<file path="src/rmbt_pkg.sv">
// Package for the RGB multiband threshold unit: payload types and register codes.
`default_nettype none

package rmbt_pkg;

  // Configuration port widths.
  localparam int unsigned CfgIndexWidth = 8;
  localparam int unsigned CfgDataWidth  = 36;

  // Register indexes.
  localparam logic [CfgIndexWidth-1:0] REG_MAX_COLOR_ONLY  = 8'd0;
  localparam logic [CfgIndexWidth-1:0] REG_MIN_THRESHOLDS  = 8'd1;
  localparam logic [CfgIndexWidth-1:0] REG_MAX_THRESHOLDS  = 8'd2;
  localparam logic [CfgIndexWidth-1:0] REG_BELOW_VALUES    = 8'd3;
  localparam logic [CfgIndexWidth-1:0] REG_ABOVE_VALUES    = 8'd4;
  localparam logic [CfgIndexWidth-1:0] REG_PASS_VALUES     = 8'd5;
  localparam logic [CfgIndexWidth-1:0] REG_GREY_PASS_MODE  = 8'd6;
  localparam logic [CfgIndexWidth-1:0] REG_GREY_PASS_VALUE = 8'd7;

  // Grey pass modes; the remaining code behaves as the per-channel rule.
  localparam logic [1:0] GREY_MODE_CHANNEL  = 2'd0;
  localparam logic [1:0] GREY_MODE_CONVERT  = 2'd1;
  localparam logic [1:0] GREY_MODE_CONSTANT = 2'd2;

  // Grey weights in thousandths.
  localparam logic [9:0] WeightRed   = 10'd299;
  localparam logic [9:0] WeightGreen = 10'd587;
  localparam logic [9:0] WeightBlue  = 10'd114;

  // Weighted sum fits 18 bits (at most 255000); floor(sum / 1000) is
  // (sum * RecipMult) >> RecipShift, exact for every sum below 493447.
  localparam int unsigned SumWidth   = 18;
  localparam int unsigned RecipShift = 28;
  localparam logic [18:0] RecipMult  = 19'd268436;
  localparam int unsigned ProdWidth  = 37;

  typedef struct packed {
    logic [7:0] in_red;
    logic [7:0] in_green;
    logic [7:0] in_blue;
  } in_pixel_t;

  typedef struct packed {
    logic [7:0] out_red;
    logic [7:0] out_green;
    logic [7:0] out_blue;
  } out_pixel_t;

endpackage

`default_nettype wire

</file>
<file path="src/rgb_multiband_threshold_unit.sv">
// Top level of the RGB multiband threshold unit: a four-stage pixel pipeline.
//
// Usage. Pixels enter on the in channel (in_valid, in_ready, in_data) and the
// filtered pixels leave on the out channel (out_valid, out_ready, out_data),
// one result for each pixel, in order. Registers are written over the cfg
// channel (cfg_valid, cfg_ready, cfg_index, cfg_data); cfg_ready is always
// high and a write to an index beyond the list is dropped. Write registers
// only while no pixel is in flight.
// An accepted pixel passes through four register stages in order (max colour,
// weighted sum, reciprocal multiply, threshold select); the last drives out_data.
// Throughput: one pixel per cycle while the receiver keeps out_ready high.
// Each stage has its own valid bit and advances whenever the stage after it
// is empty or moving, so bubbles close up while the receiver stalls; a
// stalled output holds its pixel and nothing is lost or repeated.
// Reset (rst, synchronous) empties the pipeline and loads the register reset
// values: all zero, except above_values which is all ones.
`default_nettype none

module rgb_multiband_threshold_unit
  import rmbt_pkg::*;
(
  input  wire logic                     clk,
  input  wire logic                     rst,
  input  wire logic                     in_valid,
  output      logic                     in_ready,
  input  wire in_pixel_t                in_data,
  output      logic                     out_valid,
  input  wire logic                     out_ready,
  output      out_pixel_t               out_data,
  input  wire logic                     cfg_valid,
  output      logic                     cfg_ready,
  input  wire logic [CfgIndexWidth-1:0] cfg_index,
  input  wire logic [CfgDataWidth-1:0]  cfg_data
);

  // Configuration registers.
  logic        peak_only;
  logic [35:0] min_thresholds;
  logic [35:0] max_thresholds;
  logic [31:0] below_values;
  logic [31:0] above_values;
  logic [26:0] pass_values;
  logic [1:0]  grey_pass_mode;
  logic [7:0]  grey_pass_value;

  assign cfg_ready = 1'b1;

  // Register writes; unknown indexes are ignored.
  always_ff @(posedge clk) begin
    if (rst) begin
      peak_only       <= 1'b0;
      min_thresholds  <= '0;
      max_thresholds  <= '0;
      below_values    <= '0;
      above_values    <= '1;
      pass_values     <= '0;
      grey_pass_mode  <= GREY_MODE_CHANNEL;
      grey_pass_value <= '0;
    end else if (cfg_valid && cfg_ready) begin
      unique case (cfg_index)
        REG_MAX_COLOR_ONLY:  peak_only       <= cfg_data[0];
        REG_MIN_THRESHOLDS:  min_thresholds  <= cfg_data[35:0];
        REG_MAX_THRESHOLDS:  max_thresholds  <= cfg_data[35:0];
        REG_BELOW_VALUES:    below_values    <= cfg_data[31:0];
        REG_ABOVE_VALUES:    above_values    <= cfg_data[31:0];
        REG_PASS_VALUES:     pass_values     <= cfg_data[26:0];
        REG_GREY_PASS_MODE:  grey_pass_mode  <= cfg_data[1:0];
        REG_GREY_PASS_VALUE: grey_pass_value <= cfg_data[7:0];
        default: ;
      endcase
    end
  end

  // Stage valid bits and advance enables.
  logic valid1, valid2, valid3, valid4;
  logic en1, en2, en3, en4;

  assign en4      = !valid4 || out_ready;
  assign en3      = !valid3 || en4;
  assign en2      = !valid2 || en3;
  assign en1      = !valid1 || en2;
  assign in_ready = en1;

  always_ff @(posedge clk) begin
    if (rst) begin
      valid1 <= 1'b0;
      valid2 <= 1'b0;
      valid3 <= 1'b0;
      valid4 <= 1'b0;
    end else begin
      if (en1) valid1 <= in_valid;
      if (en2) valid2 <= valid1;
      if (en3) valid3 <= valid2;
      if (en4) valid4 <= valid3;
    end
  end

  // Stage 1: max colour only mode zeroes channels below the largest.
  logic [7:0] chan1_next [3];
  logic [7:0] chan1 [3];
  logic [7:0] chan_max;

  always_comb begin
    chan1_next[0] = in_data.in_red;
    chan1_next[1] = in_data.in_green;
    chan1_next[2] = in_data.in_blue;
    chan_max = chan1_next[0];
    if (chan1_next[1] > chan_max) chan_max = chan1_next[1];
    if (chan1_next[2] > chan_max) chan_max = chan1_next[2];
    if (peak_only) begin
      for (int k = 0; k < 3; k++) begin
        if (chan1_next[k] < chan_max) chan1_next[k] = 8'd0;
      end
    end
  end

  always_ff @(posedge clk) begin
    if (en1) chan1 <= chan1_next;
  end

  // Stage 2: weighted sum of the channels in thousandths.
  logic [SumWidth-1:0] sum2_next;
  logic [SumWidth-1:0] sum2;
  logic [7:0]          chan2 [3];

  assign sum2_next = SumWidth'(WeightRed * chan1[0])
                   + SumWidth'(WeightGreen * chan1[1])
                   + SumWidth'(WeightBlue * chan1[2]);

  always_ff @(posedge clk) begin
    if (en2) begin
      sum2  <= sum2_next;
      chan2 <= chan1;
    end
  end

  // Stage 3: divide by 1000 through the reciprocal multiply.
  logic [ProdWidth-1:0] prod3;
  logic [7:0]           grey3;
  logic [7:0]           chan3 [3];

  assign prod3 = ProdWidth'(sum2) * ProdWidth'(RecipMult);

  always_ff @(posedge clk) begin
    if (en3) begin
      grey3 <= prod3[RecipShift +: 8];
      chan3 <= chan2;
    end
  end

  // Stage 4: base output, then the threshold overrides in priority order.
  logic [7:0] out4_next [3];
  logic       grey_under_min;
  logic       grey_over_max;

  assign grey_under_min = min_thresholds[35] && (grey3 < min_thresholds[34:27]);
  assign grey_over_max  = max_thresholds[35] && (grey3 > max_thresholds[34:27]);

  always_comb begin
    for (int k = 0; k < 3; k++) begin
      unique case (grey_pass_mode)
        GREY_MODE_CONVERT:  out4_next[k] = grey3;
        GREY_MODE_CONSTANT: out4_next[k] = grey_pass_value;
        default: begin
          out4_next[k] = pass_values[9*k+8] ? pass_values[9*k +: 8] : chan3[k];
        end
      endcase
      if (min_thresholds[9*k+8] && (chan3[k] < min_thresholds[9*k +: 8])) begin
        out4_next[k] = below_values[8*k +: 8];
      end
      if (grey_under_min) out4_next[k] = below_values[31:24];
      if (max_thresholds[9*k+8] && (chan3[k] > max_thresholds[9*k +: 8])) begin
        out4_next[k] = above_values[8*k +: 8];
      end
      if (grey_over_max) out4_next[k] = above_values[31:24];
    end
  end

  always_ff @(posedge clk) begin
    if (en4) begin
      out_data.out_red   <= out4_next[0];
      out_data.out_green <= out4_next[1];
      out_data.out_blue  <= out4_next[2];
    end
  end

  assign out_valid = valid4;

  // A full stage that cannot move must block the input.
  assert property (@(posedge clk) disable iff (rst)
    (valid1 && !en2) |-> !in_ready)
    else $error("input taken while the first stage is blocked");

  // An accepted pixel always lands in the first stage.
  assert property (@(posedge clk) disable iff (rst)
    (in_valid && in_ready) |=> valid1)
    else $error("accepted pixel missing from the first stage");

  // The quotient never exceeds eight bits.
  assert property (@(posedge clk) disable iff (rst)
    valid2 |-> (prod3[ProdWidth-1] == 1'b0))
    else $error("grey quotient overflow");

  // A stalled output stage keeps its pixel, and a full third stage waits behind it.
  assert property (@(posedge clk) disable iff (rst)
    (valid4 && !out_ready && valid3) |=> valid4 && valid3)
    else $error("pixel dropped during a stall");

endmodule

`default_nettype wire

</file>
<file path="config.mk">
export PLATFORM = sky130hd
export DESIGN_NAME = rgb_multiband_threshold_unit
export DESIGN_NICKNAME = d
export VERILOG_FILES = /design/src/rmbt_pkg.sv /design/src/rgb_multiband_threshold_unit.sv
export SDC_FILE = /design/constraint.sdc
export NUM_CORES = 1
export LEC_CHECK = 0
export ABC_AREA = 1
export BUFFER_PORTS_ARGS = -buffer_cell sky130_fd_sc_hd__buf_2
export CORE_ASPECT_RATIO = 1.2
export CORE_MARGIN = 2
export CORE_UTILIZATION = 61
export DETAILED_ROUTE_END_ITERATION = 10
export GPL_TIMING_DRIVEN = 0
export PLACE_DENSITY_LB_ADDON = 0.25
export SLEW_MARGIN = 10
export SYNTH_ARGS = -nofsm -noshare
export SYNTH_HDL_FRONTEND = slang
export SYNTH_SLANG_ARGS = --single-unit
</file>
<file path="constraint.sdc">
create_clock -name clk -period 7.7 [get_ports clk]
set_input_delay 1.155 -clock clk [delete_from_list [all_inputs] [get_ports clk]]
set_output_delay 1.155 -clock clk [all_outputs]
set_load 0.03 [all_outputs]
</file>
==> run summary <==
The maximum fanout encountered on the critical timing path was 5. For the number of global-route vias before repair, the log shows 17,500. The tools report the first-pass detailed-route iteration total as 5.

The tightest hold margin is 0.418 ns. The tools report the number of diodes as 0. Walking the worst path, the cells encountered are fa_1, inv_1, fa_1, inv_1, ha_1, ha_1, inv_1, fa_1, o21ai_0, a21oi_1, o21ai_0, a21o_1, a21oi_1, xor2_1, fa_1, fa_1, inv_1, ha_1, inv_1, nor3_1, nand2_1, o21ai_0, xor2_1. TritonCTS built the clock tree. The run gives 29.7% as the overall global routing resource usage. The critical path required time came out at 8.01 ns. Data arrives at the worst endpoint at 6.64 ns. Total length of routed wires: 54.4 mm. Post-CTS repair changed the size of 0 cells.

The die covers 37,400 µm². The number of different library cells used by synthesis comes to 47. The CTS H-tree depth was 1; the flop and latch count out of synthesis was 300. The number of cell rows was 76. By startpoint and endpoint, the worst setup path is classified as register to register.

The run gives 0 ns as the sum of negative setup slack. The total DRC errors in the routed layout is 0, and the max-slew violation total from the final report is 0. In this run the cell area of the synthesized design comes to 21,900 µm².

The relative area change from synthesis to final layout was 9.19%. The flow ran to the end, and the final reports show no timing, DRC or antenna violations. Global routing finished with a remaining overflow of 0. By area the synthesized netlist is led by sky130_fd_sc_hd__ha_1 (20%), sky130_fd_sc_hd__edfxtp_1 (17%), sky130_fd_sc_hd__dfxtp_1 (16%), sky130_fd_sc_hd__fa_1 (11%), sky130_fd_sc_hd__inv_1 (8.6%). Number of hold violations in the final report: 0. Summed over all nets, the half-perimeter wirelength after detailed placement is 44.7 mm. The time the final worst path needs with I/O delays and setup is 6.32 ns, and the core box area is 35,700 µm². 100 I/O pins were placed.

Max-cap violations in this run came to 0. Setup repair after global routing left no endpoint under its margin. TritonCTS created 30 clock buffers. The DRC violation total after the first TritonRoute iteration was 940. The worst setup path is captured at a register. Between clock sinks in the finished design, the worst skew comes to 0.0152 ns. The highest metal layer with signal wires was met4. The tools report the wire length of the first global-routing pass as 87.2 mm. Ranked by instance count, the synthesized netlist is headed by sky130_fd_sc_hd__inv_1 (503), sky130_fd_sc_hd__ha_1 (346), sky130_fd_sc_hd__nand2_1 (323), sky130_fd_sc_hd__o21ai_0 (268), sky130_fd_sc_hd__a21oi_1 (240). The count of final setup violators was 0. On the critical path, the stage with the largest delay is an instance of sky130_fd_sc_hd__fa_1.

The initial utilization of the core area, before any placement, comes to 61.4%. Yosys instantiated no cell more often than sky130_fd_sc_hd__inv_1. The tools report the number of buffers added for setup after CTS as 0.

The run gives 2.00 mm as the met3 wire length. The count of flip-flops with a built-in enable after synthesis was 122. The cell type contributing the most total cell area after synthesis is sky130_fd_sc_hd__ha_1. The number of cells in the finished layout apart from fillers is 3,115, and the pin slew with the least headroom to its limit is 1.25 ns. The clock net in this run drives a total of 300 sinks. The share of the cycle needed by the critical path after routing came out at 82.1%. The tools report the kind of start point of the critical path as a register.

The tools report the count of filler cells inserted in the layout as 2,970. From bottom edge to top edge, the die measures 211 µm. The share of final-layout standard cells stronger than drive strength 1 was 7.48%; the share of the synthesized area in the top cell type was 19.8%. Initial antenna violation count: 0.

The kind of cell adding the most delay to the critical path was adder cells. The detailed router put a total of 21.1 mm of wire on met1. The pin count of the biggest net entering global routing is 43. Sequential elements use 33.0% of the synthesized area. Dividing the synthesized area by the synthesized cell count gives 8.78 µm².

Using the TritonRoute via totals, the vias-per-cell ratio works out to 5.57. For the net count reported at finish, the log shows 3,160. Port buffering added 98 buffers.

After technology mapping, the gate count stands at 2,493. Classification of the worst-slack hold path: register to register. In this run the deepest clock path goes through 3 buffers. The largest incremental delay on the critical path came out at 0.59 ns.

The run gives 3,059 as the total placed cells including tap cells. In this run the remaining antenna-violating nets after routing total 0. The post-detailed-route wirelength per cell works out to 17.5 µm. Counting every net in the synthesized netlist gives 3,030. The number of buffers inserted for hold repair after clock tree synthesis was 0; the die outline width was 177 µm. The most frequently used flop master after synthesis is sky130_fd_sc_hd__dfxtp_1. Detailed routing inserted a total of 17,400 vias. The congestion estimate from routability-driven global placement came to 0.969. The critical path contains buffers and inverters numbering 5 combined. Yosys printed 0 warnings. The clock transition at the registers of the reported paths came out at 0.06 ns. Timing would allow up to 0.158 GHz. The later pin in the worst-skew pair is clocked with a latency of 0.58 ns. Share of async-settable or async-resettable flops after synthesis: 0%. Sum of met2 wire segment lengths after detailed routing: 28.3 mm.

The run gives 16.9% as the normalized max-slew margin. The cell sitting at the root of the clock tree is a sky130_fd_sc_hd__clkbuf_16.
[metrics by stage]
step | area [µm²] | util [%] | setup slack [ns]
2_1_floorplan | 21900 | - | 1.90
3_3_place_gp | 23000 | 64.4 | 1.44
3_5_place_dp | 23000 | 64.4 | 1.38
4_1_cts | 23900 | 67.0 | 1.39
5_1_grt | 23900 | 67.0 | 0.935
6_report | 23900 | 67.0 | 1.38
[layout make-up]
cell class / instances / area (µm²) / area share [%]
Tap cell: 468 / 586 / 2.45
Timing Repair Buffer: 98 / 490 / 2.05
Clock inverter: 14 / 92.6 / 0.388
Clock buffer: 42 / 827 / 3.46
Sequential cell: 300 / 7230 / 30.2
Inverter: 510 / 1910 / 8.01
Multi-Input combinational cell: 1611 / 12400 / 52.0
Buffer: 72 / 332 / 1.39
[worst paths after layout]
check	from	endpoint	slack, ns	cells past startpoint
max	chan1[0]$_DFFE_PP_	sum2[16]$_DFFE_PP_	1.38	23
min	chan2[4]$_DFFE_PP_	chan3[4]$_DFFE_PP_	0.42	0
max reg2reg	chan1[0]$_DFFE_PP_	sum2[16]$_DFFE_PP_	1.38	23
min reg2reg	chan2[4]$_DFFE_PP_	chan3[4]$_DFFE_PP_	0.42	0
[routing by layer]
layer / track usage [%] / vias up
met5: 0 / -
met4: 15.8 / 0
met3: 2.91 / 164
met2: 55.2 / 432
met1: 33.5 / 8261
li1: - / 8499
[cell families after synthesis]
group / share of synthesized area, %
AOI/OAI and AO/OA: 16.2
buffers and inverters: 10.3
and+or+nand+nor: 8.90
adders and majority gates: 30.6
DFF: 33.0
xor gates and xnor gates: 1.04
other: 0.0171
[worst register-to-register path, stage by stage, from the launching register on]
cell and delay (ns):
sky130_fd_sc_hd__edfxtp_1 0.54, sky130_fd_sc_hd__fa_1 0.59, sky130_fd_sc_hd__inv_1 0.05, sky130_fd_sc_hd__fa_1 0.48
sky130_fd_sc_hd__inv_1 0.04, sky130_fd_sc_hd__ha_1 0.28, sky130_fd_sc_hd__ha_1 0.17, sky130_fd_sc_hd__inv_1 0.05
sky130_fd_sc_hd__fa_1 0.39, sky130_fd_sc_hd__o21ai_0 0.29, sky130_fd_sc_hd__a21oi_1 0.10, sky130_fd_sc_hd__o21ai_0 0.27
sky130_fd_sc_hd__a21o_1 0.16, sky130_fd_sc_hd__a21oi_1 0.07, sky130_fd_sc_hd__xor2_1 0.37, sky130_fd_sc_hd__fa_1 0.52
sky130_fd_sc_hd__fa_1 0.54, sky130_fd_sc_hd__inv_1 0.04, sky130_fd_sc_hd__ha_1 0.36, sky130_fd_sc_hd__inv_1 0.08
sky130_fd_sc_hd__nor3_1 0.25, sky130_fd_sc_hd__nand2_1 0.07, sky130_fd_sc_hd__o21ai_0 0.24, sky130_fd_sc_hd__xor2_1 0.11
[cell usage in the layout (no fill, tap or decap), types with 54 or more instances in the layout]
cell type                  count
sky130_fd_sc_hd__clkbuf_1     54
sky130_fd_sc_hd__buf_2       118
sky130_fd_sc_hd__ha_1        346
sky130_fd_sc_hd__fa_1        118
sky130_fd_sc_hd__dfxtp_1     178
sky130_fd_sc_hd__a21oi_1     240
sky130_fd_sc_hd__nor2_1       92
sky130_fd_sc_hd__inv_1       502
sky130_fd_sc_hd__edfxtp_1    122
sky130_fd_sc_hd__o21ai_0     268
sky130_fd_sc_hd__nand2_1     323
[sequential cells by signal, summed over array words and instances (netlist names), 2 cells and up]
name             count
grey_pass_mode       2
max_thresholds      36
below_values        32
grey_pass_value      8
out_data            24
grey3                8
chan2               24
chan3               24
above_values        32
pass_values         27
chan1               24
min_thresholds      36
sum2                18
Power is not shown: default switching activity piles up to over one toggle a cycle in this logic, so the estimate is an artifact.
